==> config.mk <==
export PLATFORM = sky130hd
export DESIGN_NAME = pattern_span_fill_top
export DESIGN_NICKNAME = d
export VERILOG_FILES = /design/src/hw/rtl/psf_pkg.sv /design/src/hw/rtl/psf_rem.sv /design/src/hw/rtl/psf_ctrl.sv /design/src/hw/rtl/psf_dp.sv /design/src/hw/rtl/pattern_span_fill_top.sv
export SDC_FILE = /design/constraint.sdc
export NUM_CORES = 1
export LEC_CHECK = 0
export BUFFER_PORTS_ARGS = -buffer_cell sky130_fd_sc_hd__buf_4
export CORE_MARGIN = 5
export CORE_UTILIZATION = 30
export CTS_CLUSTER_DIAMETER = 200
export CTS_CLUSTER_SIZE = 28
export DETAILED_ROUTE_END_ITERATION = 8
export GPL_TIMING_DRIVEN = 0
export PLACE_DENSITY = 0.49
export REMOVE_ABC_BUFFERS = 1
export SLEW_MARGIN = 20
export SYNTH_ARGS = -nofsm -noshare
export SYNTH_HDL_FRONTEND = slang
export SYNTH_HIERARCHICAL = 1
export SYNTH_SLANG_ARGS = --single-unit
==> constraint.sdc <==
create_clock -name clk -period 7.4 [get_ports clk]
set_input_delay 0 -clock clk [delete_from_list [all_inputs] [get_ports clk]]
set_output_delay 0 -clock clk [all_outputs]
set_load 0.05 [all_outputs]
==> src/hw/rtl/psf_pkg.sv <==
package psf_pkg;

  localparam int MAX_SPAN    = 64;
  localparam int SPAN_W      = 7;
  localparam int TILE_MAX    = 4096;
  localparam int TILE_W      = 13;
  localparam int SRC_W       = 12;
  localparam int BITMAP_ROWS = 8;
  localparam int COORD_W     = 16;
  localparam int COLOR_W     = 32;
  localparam int CFG_W       = 64;
  localparam int CFG_IDX_W   = 3;
  localparam int REM_STEPS   = 16;
  localparam int REM_CNT_W   = 5;

  localparam logic [CFG_IDX_W-1:0] REG_FILL_MODE  = 3'd0;
  localparam logic [CFG_IDX_W-1:0] REG_TILE_WIDTH = 3'd1;
  localparam logic [CFG_IDX_W-1:0] REG_TILE_HGT   = 3'd2;
  localparam logic [CFG_IDX_W-1:0] REG_BLIT_OP    = 3'd3;
  localparam logic [CFG_IDX_W-1:0] REG_FG_COLOR   = 3'd4;
  localparam logic [CFG_IDX_W-1:0] REG_BG_COLOR   = 3'd5;
  localparam logic [CFG_IDX_W-1:0] REG_PATTERN    = 3'd6;

  localparam logic [1:0] KIND_BLIT  = 2'd0;
  localparam logic [1:0] KIND_RUN   = 2'd1;
  localparam logic [1:0] KIND_PIXEL = 2'd2;

  localparam logic [7:0] ROW_CLEAR = 8'h00;
  localparam logic [7:0] ROW_FULL  = 8'hff;

  typedef struct packed {
    logic start;
    logic load;
    logic advance;
  } psf_cmd_t;

  typedef struct packed {
    logic in_zero;
    logic rem_done;
    logic last;
  } psf_sts_t;

endpackage

==> src/hw/rtl/psf_rem.sv <==
module psf_rem (
  input  logic                        clk,
  input  logic                        rst_n,
  input  logic                        start,
  input  logic signed [16:0]          dividend,
  input  logic [psf_pkg::TILE_W-1:0]  divisor,
  output logic                        done,
  output logic [psf_pkg::SRC_W-1:0]   result
);
  import psf_pkg::*;

  logic [REM_STEPS-1:0] mag_r, mag_nxt;
  logic [TILE_W-1:0]    rem_r, rem_nxt;
  logic [TILE_W-1:0]    div_r;
  logic                 neg_r;
  logic [REM_CNT_W-1:0] cnt_r, cnt_nxt;
  logic                 busy_r, busy_nxt;
  logic [16:0]          abs_val;
  logic [TILE_W:0]      trial;
  logic [TILE_W-1:0]    fixed;

  assign abs_val = dividend[16] ? 17'(-dividend) : 17'(dividend);
  assign trial   = {rem_r, mag_r[REM_STEPS-1]};

  always_comb begin
    mag_nxt  = mag_r;
    rem_nxt  = rem_r;
    cnt_nxt  = cnt_r;
    busy_nxt = busy_r;
    if (start) begin
      mag_nxt  = abs_val[REM_STEPS-1:0];
      rem_nxt  = '0;
      cnt_nxt  = REM_CNT_W'(REM_STEPS);
      busy_nxt = 1'b1;
    end else if (busy_r) begin
      mag_nxt = {mag_r[REM_STEPS-2:0], 1'b0};
      if (trial >= {1'b0, div_r}) begin
        rem_nxt = TILE_W'(trial - {1'b0, div_r});
      end else begin
        rem_nxt = trial[TILE_W-1:0];
      end
      cnt_nxt = cnt_r - REM_CNT_W'(1);
      if (cnt_r == REM_CNT_W'(1)) begin
        busy_nxt = 1'b0;
      end
    end
  end

  always_ff @(posedge clk) begin
    if (!rst_n) begin
      busy_r <= 1'b0;
      cnt_r  <= '0;
    end else begin
      busy_r <= busy_nxt;
      cnt_r  <= cnt_nxt;
    end
  end

  always_ff @(posedge clk) begin
    mag_r <= mag_nxt;
    rem_r <= rem_nxt;
    if (start) begin
      div_r <= divisor;
      neg_r <= dividend[16];
    end
  end

  // negative dividend with nonzero remainder folds back into range
  assign fixed  = (neg_r && rem_r != '0) ? TILE_W'(div_r - rem_r) : rem_r;
  assign done   = !busy_r;
  assign result = fixed[SRC_W-1:0];

endmodule

==> src/hw/rtl/psf_ctrl.sv <==
module psf_ctrl (
  input  logic              clk,
  input  logic              rst_n,
  input  logic              in_valid,
  output logic              in_stall,
  output logic              out_valid,
  input  logic              out_stall,
  input  psf_pkg::psf_sts_t sts,
  output psf_pkg::psf_cmd_t cmd
);
  import psf_pkg::*;

  localparam logic [1:0] S_IDLE = 2'd0;
  localparam logic [1:0] S_DIV  = 2'd1;
  localparam logic [1:0] S_EMIT = 2'd2;

  logic [1:0] state_r, state_nxt;
  logic       in_xfer;
  logic       out_xfer;

  assign in_stall  = (state_r != S_IDLE);
  assign out_valid = (state_r == S_EMIT);
  assign in_xfer   = in_valid && !in_stall;
  assign out_xfer  = out_valid && !out_stall;

  always_comb begin
    state_nxt   = state_r;
    cmd.start   = 1'b0;
    cmd.load    = 1'b0;
    cmd.advance = 1'b0;
    unique case (state_r)
      S_IDLE: begin
        if (in_xfer && !sts.in_zero) begin
          cmd.start = 1'b1;
          state_nxt = S_DIV;
        end
      end
      S_DIV: begin
        if (sts.rem_done) begin
          cmd.load  = 1'b1;
          state_nxt = S_EMIT;
        end
      end
      S_EMIT: begin
        if (out_xfer) begin
          cmd.advance = 1'b1;
          if (sts.last) begin
            state_nxt = S_IDLE;
          end
        end
      end
      default: begin
        state_nxt = S_IDLE;
      end
    endcase
  end

  always_ff @(posedge clk) begin
    if (!rst_n) begin
      state_r <= S_IDLE;
    end else begin
      state_r <= state_nxt;
    end
  end

endmodule

==> src/hw/rtl/psf_dp.sv <==
module psf_dp (
  input  logic                              clk,
  input  logic                              rst_n,
  input  logic                              cfg_wr_en,
  input  logic [psf_pkg::CFG_IDX_W-1:0]     cfg_index,
  input  logic [psf_pkg::CFG_W-1:0]         cfg_wr_data,
  input  logic signed [psf_pkg::COORD_W-1:0] in_start_x,
  input  logic signed [psf_pkg::COORD_W-1:0] in_start_y,
  input  logic signed [psf_pkg::COORD_W-1:0] in_origin_x,
  input  logic signed [psf_pkg::COORD_W-1:0] in_origin_y,
  input  logic [psf_pkg::SPAN_W-1:0]        in_span_width,
  input  psf_pkg::psf_cmd_t                 cmd,
  output psf_pkg::psf_sts_t                 sts,
  output logic [1:0]                        out_kind,
  output logic signed [psf_pkg::COORD_W-1:0] out_dest_x,
  output logic signed [psf_pkg::COORD_W-1:0] out_dest_y,
  output logic [psf_pkg::SRC_W-1:0]         out_source_x,
  output logic [psf_pkg::SRC_W-1:0]         out_source_y,
  output logic [psf_pkg::SPAN_W-1:0]        out_run_length,
  output logic [psf_pkg::COLOR_W-1:0]       out_color,
  output logic                              out_last
);
  import psf_pkg::*;

  logic               fill_mode_r;
  logic [TILE_W-1:0]  tile_width_r;
  logic [TILE_W-1:0]  tile_height_r;
  logic [COLOR_W-1:0] blit_op_r;
  logic [COLOR_W-1:0] fg_color_r;
  logic [COLOR_W-1:0] bg_color_r;
  logic [CFG_W-1:0]   pattern_r;

  always_ff @(posedge clk) begin
    if (!rst_n) begin
      fill_mode_r   <= 1'b0;
      tile_width_r  <= TILE_W'(8);
      tile_height_r <= TILE_W'(8);
      blit_op_r     <= '0;
      fg_color_r    <= '0;
      bg_color_r    <= '0;
      pattern_r     <= '0;
    end else if (cfg_wr_en) begin
      unique case (cfg_index)
        REG_FILL_MODE:  fill_mode_r   <= cfg_wr_data[0];
        REG_TILE_WIDTH: tile_width_r  <= cfg_wr_data[TILE_W-1:0];
        REG_TILE_HGT:   tile_height_r <= cfg_wr_data[TILE_W-1:0];
        REG_BLIT_OP:    blit_op_r     <= cfg_wr_data[COLOR_W-1:0];
        REG_FG_COLOR:   fg_color_r    <= cfg_wr_data[COLOR_W-1:0];
        REG_BG_COLOR:   bg_color_r    <= cfg_wr_data[COLOR_W-1:0];
        REG_PATTERN:    pattern_r     <= cfg_wr_data;
        default: ;
      endcase
    end
  end

  // clamped tile and bitmap sizes
  logic [TILE_W-1:0] tw;
  logic [TILE_W-1:0] th;
  logic [TILE_W-1:0] bh;

  always_comb begin
    priority if (tile_width_r == '0) tw = TILE_W'(1);
    else if (tile_width_r > TILE_W'(TILE_MAX)) tw = TILE_W'(TILE_MAX);
    else tw = tile_width_r;
    priority if (tile_height_r == '0) th = TILE_W'(1);
    else if (tile_height_r > TILE_W'(TILE_MAX)) th = TILE_W'(TILE_MAX);
    else th = tile_height_r;
    priority if (tile_height_r == '0) bh = TILE_W'(1);
    else if (tile_height_r > TILE_W'(BITMAP_ROWS)) bh = TILE_W'(BITMAP_ROWS);
    else bh = tile_height_r;
  end

  logic signed [16:0] x_off;
  logic signed [16:0] y_off;
  logic [TILE_W-1:0]  y_div;
  logic               rem_x_done;
  logic               rem_y_done;
  logic [SRC_W-1:0]   rem_x;
  logic [SRC_W-1:0]   rem_y;

  assign x_off = 17'(in_start_x) - 17'(in_origin_x);
  assign y_off = fill_mode_r ? 17'(in_start_y) : 17'(in_start_y) - 17'(in_origin_y);
  assign y_div = fill_mode_r ? bh : th;

  psf_rem u_rem_x (
    .clk      (clk),
    .rst_n    (rst_n),
    .start    (cmd.start),
    .dividend (x_off),
    .divisor  (tw),
    .done     (rem_x_done),
    .result   (rem_x)
  );

  psf_rem u_rem_y (
    .clk      (clk),
    .rst_n    (rst_n),
    .start    (cmd.start),
    .dividend (y_off),
    .divisor  (y_div),
    .done     (rem_y_done),
    .result   (rem_y)
  );

  logic [COORD_W-1:0] dx_r;
  logic [COORD_W-1:0] y_r;
  logic [SPAN_W-1:0]  left_r;
  logic [SRC_W-1:0]   xp_r;
  logic [SRC_W-1:0]   yp_r;

  logic [7:0]         bits;
  logic [TILE_W-1:0]  avail;
  logic [SPAN_W-1:0]  len;
  logic [1:0]         kind;
  logic [COLOR_W-1:0] color;
  logic               bit_set;

  assign bits    = pattern_r[{yp_r[2:0], 3'b000} +: 8];
  assign avail   = TILE_W'(tw - {1'b0, xp_r});
  assign bit_set = bits[3'd7 - dx_r[2:0]];

  always_comb begin
    if (!fill_mode_r) begin
      kind  = KIND_BLIT;
      color = blit_op_r;
      len   = (avail < TILE_W'(left_r)) ? avail[SPAN_W-1:0] : left_r;
    end else if (bits == ROW_CLEAR) begin
      kind  = KIND_RUN;
      color = bg_color_r;
      len   = left_r;
    end else if (bits == ROW_FULL) begin
      kind  = KIND_RUN;
      color = fg_color_r;
      len   = left_r;
    end else begin
      kind  = KIND_PIXEL;
      color = bit_set ? fg_color_r : bg_color_r;
      len   = SPAN_W'(1);
    end
  end

  always_ff @(posedge clk) begin
    if (cmd.start) begin
      dx_r   <= in_start_x;
      y_r    <= in_start_y;
      left_r <= (in_span_width > SPAN_W'(MAX_SPAN)) ? SPAN_W'(MAX_SPAN) : in_span_width;
    end else if (cmd.advance) begin
      dx_r   <= dx_r + COORD_W'(len);
      left_r <= left_r - len;
    end
    if (cmd.load) begin
      xp_r <= rem_x;
      yp_r <= rem_y;
    end else if (cmd.advance) begin
      xp_r <= '0;
    end
  end

  assign sts.in_zero  = (in_span_width == '0);
  assign sts.rem_done = rem_x_done && rem_y_done;
  assign sts.last     = (left_r == len);

  assign out_kind       = kind;
  assign out_dest_x     = dx_r;
  assign out_dest_y     = y_r;
  assign out_source_x   = fill_mode_r ? '0 : xp_r;
  assign out_source_y   = fill_mode_r ? '0 : yp_r;
  assign out_run_length = len;
  assign out_color      = color;
  assign out_last       = sts.last;

endmodule

==> src/hw/rtl/pattern_span_fill_top.sv <==
// Pattern span filler: each accepted span is turned into blit chunks (pixmap
// mode) or a solid run / per-pixel commands (bitmap mode), one command per
// cycle on the out channel while out_stall is low, with last marking the
// final one. One span is processed at a time: an item is accepted, the
// bit-serial remainder units find its tile phase, the phase is loaded,
// then the commands (up to 64) are emitted. A span of zero width is
// accepted and produces nothing. Configuration may be written only while
// no span is in progress.
module pattern_span_fill_top (
  input  logic                              clk,
  input  logic                              rst_n,
  input  logic                              cfg_wr_en,
  input  logic [psf_pkg::CFG_IDX_W-1:0]     cfg_index,
  input  logic [psf_pkg::CFG_W-1:0]         cfg_wr_data,
  input  logic                              in_valid,
  output logic                              in_stall,
  input  logic signed [psf_pkg::COORD_W-1:0] in_start_x,
  input  logic signed [psf_pkg::COORD_W-1:0] in_start_y,
  input  logic signed [psf_pkg::COORD_W-1:0] in_origin_x,
  input  logic signed [psf_pkg::COORD_W-1:0] in_origin_y,
  input  logic [psf_pkg::SPAN_W-1:0]        in_span_width,
  output logic                              out_valid,
  input  logic                              out_stall,
  output logic [1:0]                        out_kind,
  output logic signed [psf_pkg::COORD_W-1:0] out_dest_x,
  output logic signed [psf_pkg::COORD_W-1:0] out_dest_y,
  output logic [psf_pkg::SRC_W-1:0]         out_source_x,
  output logic [psf_pkg::SRC_W-1:0]         out_source_y,
  output logic [psf_pkg::SPAN_W-1:0]        out_run_length,
  output logic [psf_pkg::COLOR_W-1:0]       out_color,
  output logic                              out_last
);
  import psf_pkg::*;

  psf_cmd_t cmd;
  psf_sts_t sts;

  psf_ctrl u_ctrl (
    .clk       (clk),
    .rst_n     (rst_n),
    .in_valid  (in_valid),
    .in_stall  (in_stall),
    .out_valid (out_valid),
    .out_stall (out_stall),
    .sts       (sts),
    .cmd       (cmd)
  );

  psf_dp u_dp (
    .clk            (clk),
    .rst_n          (rst_n),
    .cfg_wr_en      (cfg_wr_en),
    .cfg_index      (cfg_index),
    .cfg_wr_data    (cfg_wr_data),
    .in_start_x     (in_start_x),
    .in_start_y     (in_start_y),
    .in_origin_x    (in_origin_x),
    .in_origin_y    (in_origin_y),
    .in_span_width  (in_span_width),
    .cmd            (cmd),
    .sts            (sts),
    .out_kind       (out_kind),
    .out_dest_x     (out_dest_x),
    .out_dest_y     (out_dest_y),
    .out_source_x   (out_source_x),
    .out_source_y   (out_source_y),
    .out_run_length (out_run_length),
    .out_color      (out_color),
    .out_last       (out_last)
  );

  a_idle_no_out: assert property (@(posedge clk) disable iff (!rst_n)
    !in_stall |-> !out_valid)
    else $error("command offered while input side is open");

  a_more_follows: assert property (@(posedge clk) disable iff (!rst_n)
    (out_valid && !out_stall && !out_last) |=> out_valid)
    else $error("span ended without last");

  a_pixel_len: assert property (@(posedge clk) disable iff (!rst_n)
    (out_valid && out_kind == KIND_PIXEL) |-> (out_run_length == SPAN_W'(1)))
    else $error("pixel command with length other than one");

  a_len_nonzero: assert property (@(posedge clk) disable iff (!rst_n)
    out_valid |-> (out_run_length != '0))
    else $error("zero length command");

endmodule

Yosys cells after proc, flatten, opt, wreduce, memory -nomap -nowiden
Cells that the tools add are included.
{ "classes": {"muxes": 61, "magnitude_cmp": 8, "n_reduce_logical": 33, "eq_ne": 16, "shifts": 1, "add_sub_neg": 14, "bitwise": 1} }
{ "op_table": {"columns": ["cell", "n"], "rows": [
  ["16-bit two-way mux", 8],
  ["32-bit two-way mux", 4],
  ["13-bit two-way mux", 9],
  ["12-bit two-way mux", 6],
  ["64-bit by 7-bit indexed part select with 8-bit output", 1],
  ["7-bit two-way mux", 7],
  ["16-bit by 16-bit subtractor with 17-bit output", 2],
  ["16-bit negator", 2],
  ["14-bit by 13-bit >= comparator with 1-bit output", 2],
  ["13-bit greater-than comparator, second input constant", 2],
  ["13-bit logical NOT", 2],
  ["13-bit nonzero test", 2],
  ["13-bit subtractor", 2],
  ["12-bit subtractor", 2],
  ["5-bit two-way mux", 4],
  ["17-bit two-way mux", 1],
  ["16-bit by 7-bit adder with 16-bit output", 1],
  ["2-bit two-way mux", 7],
  ["2-bit AND reduction", 7],
  ["13-bit by 4-bit greater-than comparator with 1-bit output, second input constant", 1],
  ["13-bit by 7-bit less-than comparator with 1-bit output", 1],
  ["1-bit two-way mux", 13],
  ["13-bit by 12-bit subtractor with 13-bit output", 1],
  ["5-bit by 1-bit equality test with 1-bit output, second input constant", 2],
  ["26 further kinds", 45]
]} }
{ "totals": {"word_cells": 161, "out_inout_bits": 100, "in_bits": 143, "regBits": 350} }

Logic depth before layout (Yosys ltp)
Gate-level depths: netlist of the first run.
{ "logic_depth": {"word_depth": 11, "ltp_mapped": 29, "mapped_depth_nobuf": 28} }

By module
Netlist of the first run, hierarchy kept.
{ "by_module_without_submodules": {"columns": ["module", "cells_each", "seq_area_each_um2", "area_each_um2", "instances"], "rows": [
  ["psf_dp", 1676, 5635.4, 14228.6, 1],
  ["psf_rem (u_dp.u_rem_y)", 407, 1281.2, 3601.0, 1],
  ["psf_rem (u_dp.u_rem_x)", 410, 1281.2, 3572.2, 1],
  ["psf_ctrl", 15, 40.0, 125.1, 1]
]} }

Worst setup path after synthesis of the first run
OpenSTA, ideal clock, no wires.
{ "synth_timing": {"kind": "reg2reg", "startpoint": "reg u_dp.tile_width_r[12]", "endpoint": "reg u_dp.dx_r[10], in the netlist u_dp/out_dest_x[10] (data pin)", "required_time_ns": 7.132, "stages_incl_launch_ff": 28, "setup_ns": 0.268, "arrival_ns": 6.598, "n_path_buf": 3, "period_less_slack_ns": 6.866, "setup_slack_ns": 0.534, "cell_sequence": "dfxtp_1 clkbuf_1 clkbuf_1 nor2b_1 fa_1 a21o_1 a221oi_1 xnor2_1 ha_1 inv_1 o22ai_1 a2111oi_0 o2111ai_1 nor4_2 and2_1 buf_6 mux2i_1 ha_1 inv_1 fa_1 nor2b_1 o21ai_0 a21oi_1 o21a_1 o21a_1 nand3_1 xor2_1 o21ai_0"} }
{ "synth_between": {"elab_chain_len": 10, "word_cells_on_any_way": 11, "cone_classes": "2 x add/sub; 2 x order compare; 6 x mux; 1 x reduce/logical"} }
{ "synth_rtl": {"columns": ["item", "line", "rtl"], "rows": [
  ["start: declaration", "psf_dp.sv:26", "logic [TILE_W-1:0] tile_width_r;"],
  ["start signal: assignment", "psf_dp.sv:45", "REG_TILE_WIDTH: tile_width_r <= cfg_wr_data[TILE_W-1:0];"],
  ["13-bit greater-than comparator", "psf_dp.sv:63", "else if (tile_width_r > TILE_W'(TILE_MAX)) tw = TILE_W'(TILE_MAX);"],
  ["13-bit two-way mux", "psf_dp.sv:63", null],
  ["13-bit two-way mux *", "psf_dp.sv:62", "priority if (tile_width_r == '0) tw = TILE_W'(1);"],
  ["named net u_dp.tw[1]", "psf_dp.sv:57", "logic [TILE_W-1:0] tw;"],
  ["13-bit by 12-bit subtractor with 13-bit output *", "psf_dp.sv:119", "assign avail = TILE_W'(tw - {1'b0, xp_r});"],
  ["13-bit by 7-bit less-than comparator with 1-bit output *", "psf_dp.sv:126", "len = (avail < TILE_W'(left_r)) ? avail[SPAN_W-1:0] : left_r;"],
  ["7-bit two-way mux *", "psf_dp.sv:126", null],
  ["7-bit two-way mux *", "psf_dp.sv:123", "if (!fill_mode_r) begin"],
  ["named net out_run_length, one bit", "pattern_span_fill_top.sv:29", "output logic [psf_pkg::SPAN_W-1:0] out_run_length,"],
  ["16-bit by 7-bit adder with 16-bit output *", "psf_dp.sv:148", "dx_r <= dx_r + COORD_W'(len);"],
  ["16-bit two-way mux *", "psf_dp.sv:147", "end else if (cmd.advance) begin"],
  ["16-bit two-way mux *", "psf_dp.sv:143", "if (cmd.start) begin"],
  ["end signal: assignment", "psf_dp.sv:144", "dx_r <= in_start_x;"],
  ["end signal: assignment", "psf_dp.sv:148", null],
  ["end: declaration", "psf_dp.sv:105", "logic [COORD_W-1:0] dx_r;"]
]} }
Mark *: on every way through the listed nets, which the timed path passes. The rest lies on a longest branch. The select of a mux whose other input is x is not followed.
A chain may end at the register's enable or synchronous reset.

Worst setup path after layout of the first run
{ "layout_timing": {"startpoint": "reg u_dp.tile_width_r[6]", "endpoint": "reg u_dp.dx_r[10], in the netlist u_dp/out_dest_x[10] (data pin)"} }
{ "layout_between": {"elab_chain_len": 10, "word_cells_on_any_way": 11, "cone_classes": "2 x add/sub; 2 x order compare; 6 x mux; 1 x reduce/logical"} }
{ "layout_rtl": {"columns": ["item", "line"], "rows": [
  ["13-bit greater-than comparator", "psf_dp.sv:63"],
  ["13-bit two-way mux", "psf_dp.sv:63"],
  ["13-bit two-way mux *", "psf_dp.sv:62"],
  ["13-bit by 12-bit subtractor with 13-bit output *", "psf_dp.sv:119"],
  ["13-bit by 7-bit less-than comparator with 1-bit output", "psf_dp.sv:126"],
  ["7-bit two-way mux *", "psf_dp.sv:126"],
  ["7-bit two-way mux *", "psf_dp.sv:123"],
  ["16-bit by 7-bit adder with 16-bit output *", "psf_dp.sv:148"],
  ["16-bit two-way mux *", "psf_dp.sv:147"],
  ["16-bit two-way mux *", "psf_dp.sv:143"]
]} }
Mark *: on every way between the ends. The rest lies on a longest branch, timed or not. The select of a mux whose other input is x is not followed.

==> summary.md, run 1 <==
| Metric | Value |
|---|---|
| Layout cell share with drive strength beyond 1 | `0.1290` |
| Via-per-instance ratio | `approximately 4.9` |
| CTS root buf | `clkbuf_16` |
| Sequential power share | `0.395` |
| # Max-Cap Violations | `0` |
| Final Non-Filler Cells | `between 3000 and 4000` |
| Crit path capture type | `flop` |
| Async SR Flop Fraction | `0` |
| Finished Core Util | `0.3688` |
| Top-area cell type share of the netlist area | `0.2111` |
| Post-Syn Instances | `between 2000 and 3000` |
| Core Box Area | `about 71000 um^2` |
| Clock slew seen by the registers of the worst setup and hold paths | `around 0.13 ns` |
| Row count | `98` |
| Final Max Slew Viols | `0` |
| Status | `complete, no violations` |
| Logic pwr share | `0.428` |
| Syn_area_per_cell | `8.583 um^2` |
| Crit Path Max Fanout | `11` |
| Global-route wire length before repair | `102000 um` |
| Number of remaining DRC errors | `0` |
| I/O Buffers | `approximately 240` |
| Die ar. | `roughly 77000 um^2` |
| Commonest non-fill, non-tap cells in the layout | `nand2_1 (508), buf_4 (243), dfxtp_1 (225), a21boi_0 (192), nor2_1 (171)` |
| Ranking of synthesized cells by area | `dfxtp_1 (21%), edfxtp_1 (17%), nand2_1 (8.9%)` |
| VDD IR max | `~140 uV` |
| Initial antenna violation count | `6` |
| Per-cell routed wire length | `between 15 and 20 um` |
| Power density cells | `between 200 and 250 nW/um^2` |
| Routability cong. | `roughly 0.88` |
| Synth warnings | `6` |
| Total clock sinks | `350` |
| Internal | `between 3000 and 4000 uW` |
| Vias in the first global route | `between 15000 and 20000` |
| Setup CP Type | `flop to flop` |
| Commonest non-fill, non-tap cell in the layout | `nand2_1` |
| Worst EP arrival | `7.12 ns` |
| Worst min path class | `primary input to flop` |
| CTS tree | `done` |
| Synth Flop Type | `dfxtp_1` |
| # IOs | `around 240` |
| Fmax | `between 100 and 150 MHz` |
| Effective utilization at floorplan | `0.3017` |
| Mapped Area | `roughly 22000 um^2` |
| Gr usage total | `0.1607` |
| DP Worst Slack | `0.3204 ns` |
| NumNets Final | `between 3000 and 4000` |
| Register area share after synthesis | `0.3827` |
| Worst slew pin tran | `1.016 ns` |
| Leakage power | `around 0.010 uW` |
| Die Span Y | `approximately 280 um` |
| Area Overhead vs Synth | `22.27%` |
| Worst Skew | `about 0.047 ns` |
| Final setup vio count | `0` |
| DRT Pass-1 Iters | `7` |
| CTS Buf Count | `16` |
| Post-route cell area | `between 20000 and 30000 um^2` |
| Slowest stage delay, CP | `0.43 ns` |
| Worst-skew pair later-pin latency | `0.57 ns` |
| Routed wire length | `between 60000 and 70000 um` |
| Fin crit period | `between 6 and 7 ns` |
| Filler Cell Count | `around 7400` |
| Switch Pwr | `around 2400 uW` |
| Slowest cell on crit path | `nor4_4` |
| Placed cell area | `24540 um^2` |
| Relative slew slack | `0.3216` |
| Clock power share | `0.177` |
| Worst EP required | `7.81 ns` |
| Longest Clk Path Bufs | `3` |
| Post-CTS setup buffer count | `0` |
| RSZ-0062 raised after global routing | `false` |
| Largest net degree at the start of global routing | `around 120` |
| Cell family with most CP delay | `compound AO/OA/AOI/OAI gates` |
| Number of DRC markers in iteration 0 | `approximately 1100` |
| Antenna-violating nets left | `0` |
| CP bufs+invs | `3` |
| Worst Setup Start Kind | `flop` |
| EDFF count, synth | `roughly 120` |
| Setup ws final | `~0.69 ns` |
| Die X-Extent | `between 200 and 300 um` |
| Synth cell types | `87` |
| Final hold vios | `0` |
| HPWL after detailed placement | `49000 um` |
| Grt total ovfl | `0` |
| Final worst-path cycle share | `0.9072` |
| Yosys reg bits | `350` |
| Vias | `about 18000` |
| Synth area leader | `dfxtp_1` |
| Placed Cells | `about 3600` |
| Switching part of the total | `0.3915` |
| H-tree levels | `1` |
-- worst paths after layout --
kind	depth (start not counted)	slack, ns	startpoint	endpoint
max	28	0.69	u_dp/tile_width_r[6]	u_dp/out_dest_x[10]
min	4	0.10	in_origin_y[0]	u_dp/u_rem_y/mag_r[0]
max reg2reg	28	0.69	u_dp/tile_width_r[6]	u_dp/out_dest_x[10]
min reg2reg	2	0.47	u_dp/fg_color_r[22]	u_dp/fg_color_r[22]
-- per-stage QoR --
stage / TNS, ns / hold slack, ns / power [uW]
2_1_floorplan: -67.43 / 0.07183 / 4265
3_3_place_gp: -742.88 / 0.1973 / 4959
3_5_place_dp: 0 / 0.1947 / 5006
4_1_cts: 0 / 0.07081 / 6178
5_1_grt: 0 / 0.1180 / 6528
6_report: 0 / 0.1021 / 6118
-- cells in the mapped netlist, types with 30 or more instances --
cell      count
a21boi_0    192
a21oi_1     133
nor2b_1      50
edfxtp_1    123
mux2i_1      59
inv_1       152
ha_1        118
nand2_1     508
nand3_1      32
dfxtp_1     227
clkbuf_1     91
xor2_1       54
o21ai_0      94
nor3_1       30
nor2_1      175
xnor2_1      53
-- registers in the layout (all words and copies together) (netlist names), 2 cells and up --
| signal | flops |
|---|---|
| u_dp/blit_op_r | 32 |
| u_dp/yp_r | 12 |
| u_dp/pattern_r | 64 |
| u_dp/u_rem_y/cnt_r | 5 |
| u_dp/xp_r | 12 |
| u_dp/fg_color_r | 32 |
| u_dp/out_dest_x | 16 |
| u_dp/tile_height_r | 13 |
| u_dp/u_rem_y/mag_r | 16 |
| u_dp/u_rem_y/rem_r | 13 |
| u_ctrl/state_r | 2 |
| u_dp/left_r | 7 |
| u_dp/out_dest_y | 16 |
| u_dp/bg_color_r | 32 |
| u_dp/u_rem_x/mag_r | 16 |
| u_dp/u_rem_x/div_r | 13 |
| u_dp/tile_width_r | 13 |
| u_dp/u_rem_x/cnt_r | 5 |
| u_dp/u_rem_x/rem_r | 13 |
| u_dp/u_rem_y/div_r | 13 |
-- area by class of cell --
type,instances,area [um^2],area share
Antenna cell,4,10.01,0.0003803
Clock buffer,23,426.7,0.01621
Sequential cell,350,8243,0.3132
Tap cell,950,1189,0.04516
Clock inverter,2,32.53,0.001236
Timing Repair Buffer,394,3608,0.1371
Multi-Input combinational cell,1882,12230,0.4645
Inverter,156,585.6,0.02225
-- per-layer routing --
metal / global-route usage / part of all wire / vias up
met5: 0 / 0.00052 / -
met4: 0.03652 / 0.025 / 6
met3: 0.02062 / 0.044 / 69
met2: 0.2815 / 0.48 / 412
met1: 0.2120 / 0.45 / 8626
li1: - / - / 9317
-- worst reg2reg max path, delay by kind of cell (launching register included) --
family                     cells  cell delay [ns]
xor gates and xnor gates       2             0.42
adders and majority gates      5             1.53
and+or+nand+nor                6             1.27
DFF                            1             0.42
buffers and inverters          3             0.17
AOI/OAI and AO/OA             11             2.41
muxes                          1             0.35
-- power groups by stage --
stage,Combinational [uW],Sequential [uW],Clock [uW]
floorplan,1750,2520,0
global placement,2480,2480,0
detailed placement,2540,2460,0
CTS,2630,2420,1140
global route,2890,2450,1190
finish,2620,2420,1080
-- repair_timing --
item                       4_1_cts  5_1_grt
setup endpoints to repair        0       10
gates resized for setup          0        5
hold buffers                   129        0
hold endpoints to repair       239        0
-- cell families (layout without fill, tap and decap cells) --
family / after synthesis / count (layout) / synth area share
AND/OR/NAND/NOR: 947 / 947 / 0.1962
AO/OA/AOI/OAI: 613 / 613 / 0.1951
flip-flops: 350 / 350 / 0.3827
buffers and inverters: 276 / 575 / 0.05353
adder cells (fa/ha/maj): 127 / 127 / 0.07695
XOR/XNOR: 107 / 107 / 0.04353
multiplexers: 88 / 88 / 0.05202
other: 0 / 4 / 0
No activity file was read; power rests on OpenSTA's default activity.
==> run 2, diff against run 1 <==
Settings changed: REMOVE_ABC_BUFFERS 1 to default, SLEW_MARGIN 20 to 40.
==> summary.md, run 2 (synthesized netlist as in run 1, its figures left out) <==
| Metric | Value |
|---|---|
| Sequential Area | `between 8000 and 9000 um^2` |
| Area Overhead vs Synth | `22.01%` |
| I/O Buffers | `~240` |
| Routability cong. | `~0.9` |
| Worst min path class | `primary input to flop` |
| Final Non-Filler Cells | `roughly 3800` |
| Worst EP required | `roughly 7.8 ns` |
| Layout cell share with drive strength beyond 1 | `0.1230` |
| Worst-skew pair later-pin latency | `approximately 0.55 ns` |
| Crit path capture type | `flop` |
| # Max-Cap Violations | `0` |
| CP bufs+invs | `2` |
| Filler Cell Count | `between 7000 and 8000` |
| Slowest stage delay, CP | `between 0.4 and 0.5 ns` |
| Effective utilization at floorplan | `0.3017` |
| Power Total | `6188 uW` |
| H-tree levels | `1` |
| Core Box Area | `a little over 70000 um^2` |
| Antenna-violating nets left | `0` |
| Commonest non-fill, non-tap cell in the layout | `nand2_1` |
| CTS Buf Count | `16` |
| Final Max Slew Viols | `0` |
| Largest register FFs | `64` |
| VDD IR max | `roughly 130 uV` |
| Crit-path most repeated cell | `ha_1` |
| Post-route cell area | `approximately 26000 um^2` |
| Cell family with most CP delay | `compound AO/OA/AOI/OAI gates` |
| Placed Cells | `between 3000 and 4000` |
| Die ar. | `77210 um^2` |
| Syn nets | `~2800` |
| HPWL after detailed placement | `approximately 55000 um` |
| CTS root buf | `clkbuf_16` |
| Longest Clk Path Bufs | `3` |
| Via-per-instance ratio | `4.958` |
| Worst slew pin tran | `about 0.85 ns` |
| Worst Setup Start Kind | `flop` |
| Number of DRC markers in iteration 0 | `approximately 1000` |
| Global-route wire length before repair | `about 110000 um` |
| Status | `complete, no violations` |
| Largest Register | `u_dp/pattern_r` |
| Placed cell area | `approximately 25000 um^2` |
| Largest net degree at the start of global routing | `30` |
| Slowest cell on crit path | `fa_1` |
| Relative slew slack | `0.4316` |
| Fin crit period | `about 6.8 ns` |
| RSZ-0062 raised after global routing | `false` |
| # IOs | `~240` |
| Gr usage total | `0.1735` |
| NumNets Final | `approximately 3200` |
| Multi-input logic area | `12180 um^2` |
| Routed wire length | `70350 um` |
| Commonest non-fill, non-tap cells in the layout | `nand2_1 (508), buf_4 (247), dfxtp_1 (226), a21boi_0 (192), nor2_1 (172)` |
| Worst Skew | `between 0.02 and 0.03 ns` |
| Power density cells | `roughly 240 nW/um^2` |
| Final setup vio count | `0` |
| Fmax | `147.6 MHz` |
| Total clock sinks | `350` |
| Hold WS | `about 0.11 ns` |
| Vias in the first global route | `about 19000` |
| Die X-Extent | `approximately 280 um` |
| Die Span Y | `277.9 um` |
| Grt total ovfl | `0` |
| Vias | `19075` |
| Crit Path Max Fanout | `10` |
| Worst EP arrival | `between 7 and 8 ns` |
| Leakage power | `around 0.010 uW` |
| Row count | `98` |
| CTS tree | `done` |
| Initial antenna violation count | `7` |
| Number of remaining DRC errors | `0` |
| Per-cell routed wire length | `~18 um` |
| Clock slew seen by the registers of the worst setup and hold paths | `approximately 0.13 ns` |
| DRT Pass-1 Iters | `5` |
| Setup CP Type | `flop to flop` |
| Final worst-path cycle share | `0.9153` |
| Final hold vios | `0` |
run 2: cell count changes in the layout (fill, tap and decap cells not counted), moves of 6 or more:
cell,previous run,this run
buf_2,0,6
buf_16,12,0
dlygate4sd3_1,129,118
buf_1,0,8
clkbuf_1,7,93
run 2: final cells by class:
type                            instances  share of cell area
Inverter                              156             0.02230
Timing Repair Buffer                  363              0.1159
Clock inverter                          2            0.001239
Antenna cell                            3           0.0002858
Buffer                                119             0.02158
Multi-Input combinational cell       1882              0.4637
Clock buffer                           22             0.01610
Sequential cell                       350              0.3137
Tap cell                              950             0.04526
run 2: power breakdown:
| group | switching [uW] | internal [uW] | total [uW] | leakage (uW) |
|---|---|---|---|---|
| sequential | 165 | 2240 | 2410 | 0.00303 |
| clock | 664 | 417 | 1080 | 0.000218 |
| combinational | 1610 | 1090 | 2700 | 0.00690 |
| total | 2440 | 3750 | 6190 | 0.0101 |
run 2: tightest hold or removal path, cell delays in order:
cell	delay [ns]
buf_4	0.08
ha_1	0.11
mux2i_1	0.13
and2_1	0.17
run 2: final timing paths:
kind,from,endpoint,slack [ns],depth (start not counted)
worst max-delay path,u_dp/tile_width_r[1],u_dp/out_dest_x[12],0.63,28
worst min register to register,u_dp/blit_op_r[19],u_dp/blit_op_r[19],0.47,2
worst min-delay path,in_origin_y[0],u_dp/u_rem_y/mag_r[0],0.11,4
worst max register to register,u_dp/tile_width_r[1],u_dp/out_dest_x[12],0.63,28
run 2: metal layers:
layer,vias to the layer above,track usage,part of all wire
met5,-,0,0.00060
met4,8,0.04818,0.030
met3,91,0.02516,0.044
met2,419,0.3057,0.48
met1,9067,0.2220,0.44
li1,9490,-,-
run 2: timing repair:
action | CTS | global route
gates resized for setup | 1 | 4
pin swaps | 0 | 2
endpoints found under the hold margin | 247 | 0
buffers inserted | 0 | 1
setup endpoints to repair | 3 | 12
hold buffers | 118 | 0
run 2: metrics by stage:
stage                      TNS, ns  worst slack [ns]    util
after CTS                        0           0.03055  0.3676
after global routing             0           0.07419  0.3680
after floorplan                  0            0.5342       -
final                            0            0.6270  0.3680
after detailed placement  -0.03694          -0.03694  0.3447
after global placement           0           0.07674  0.3437
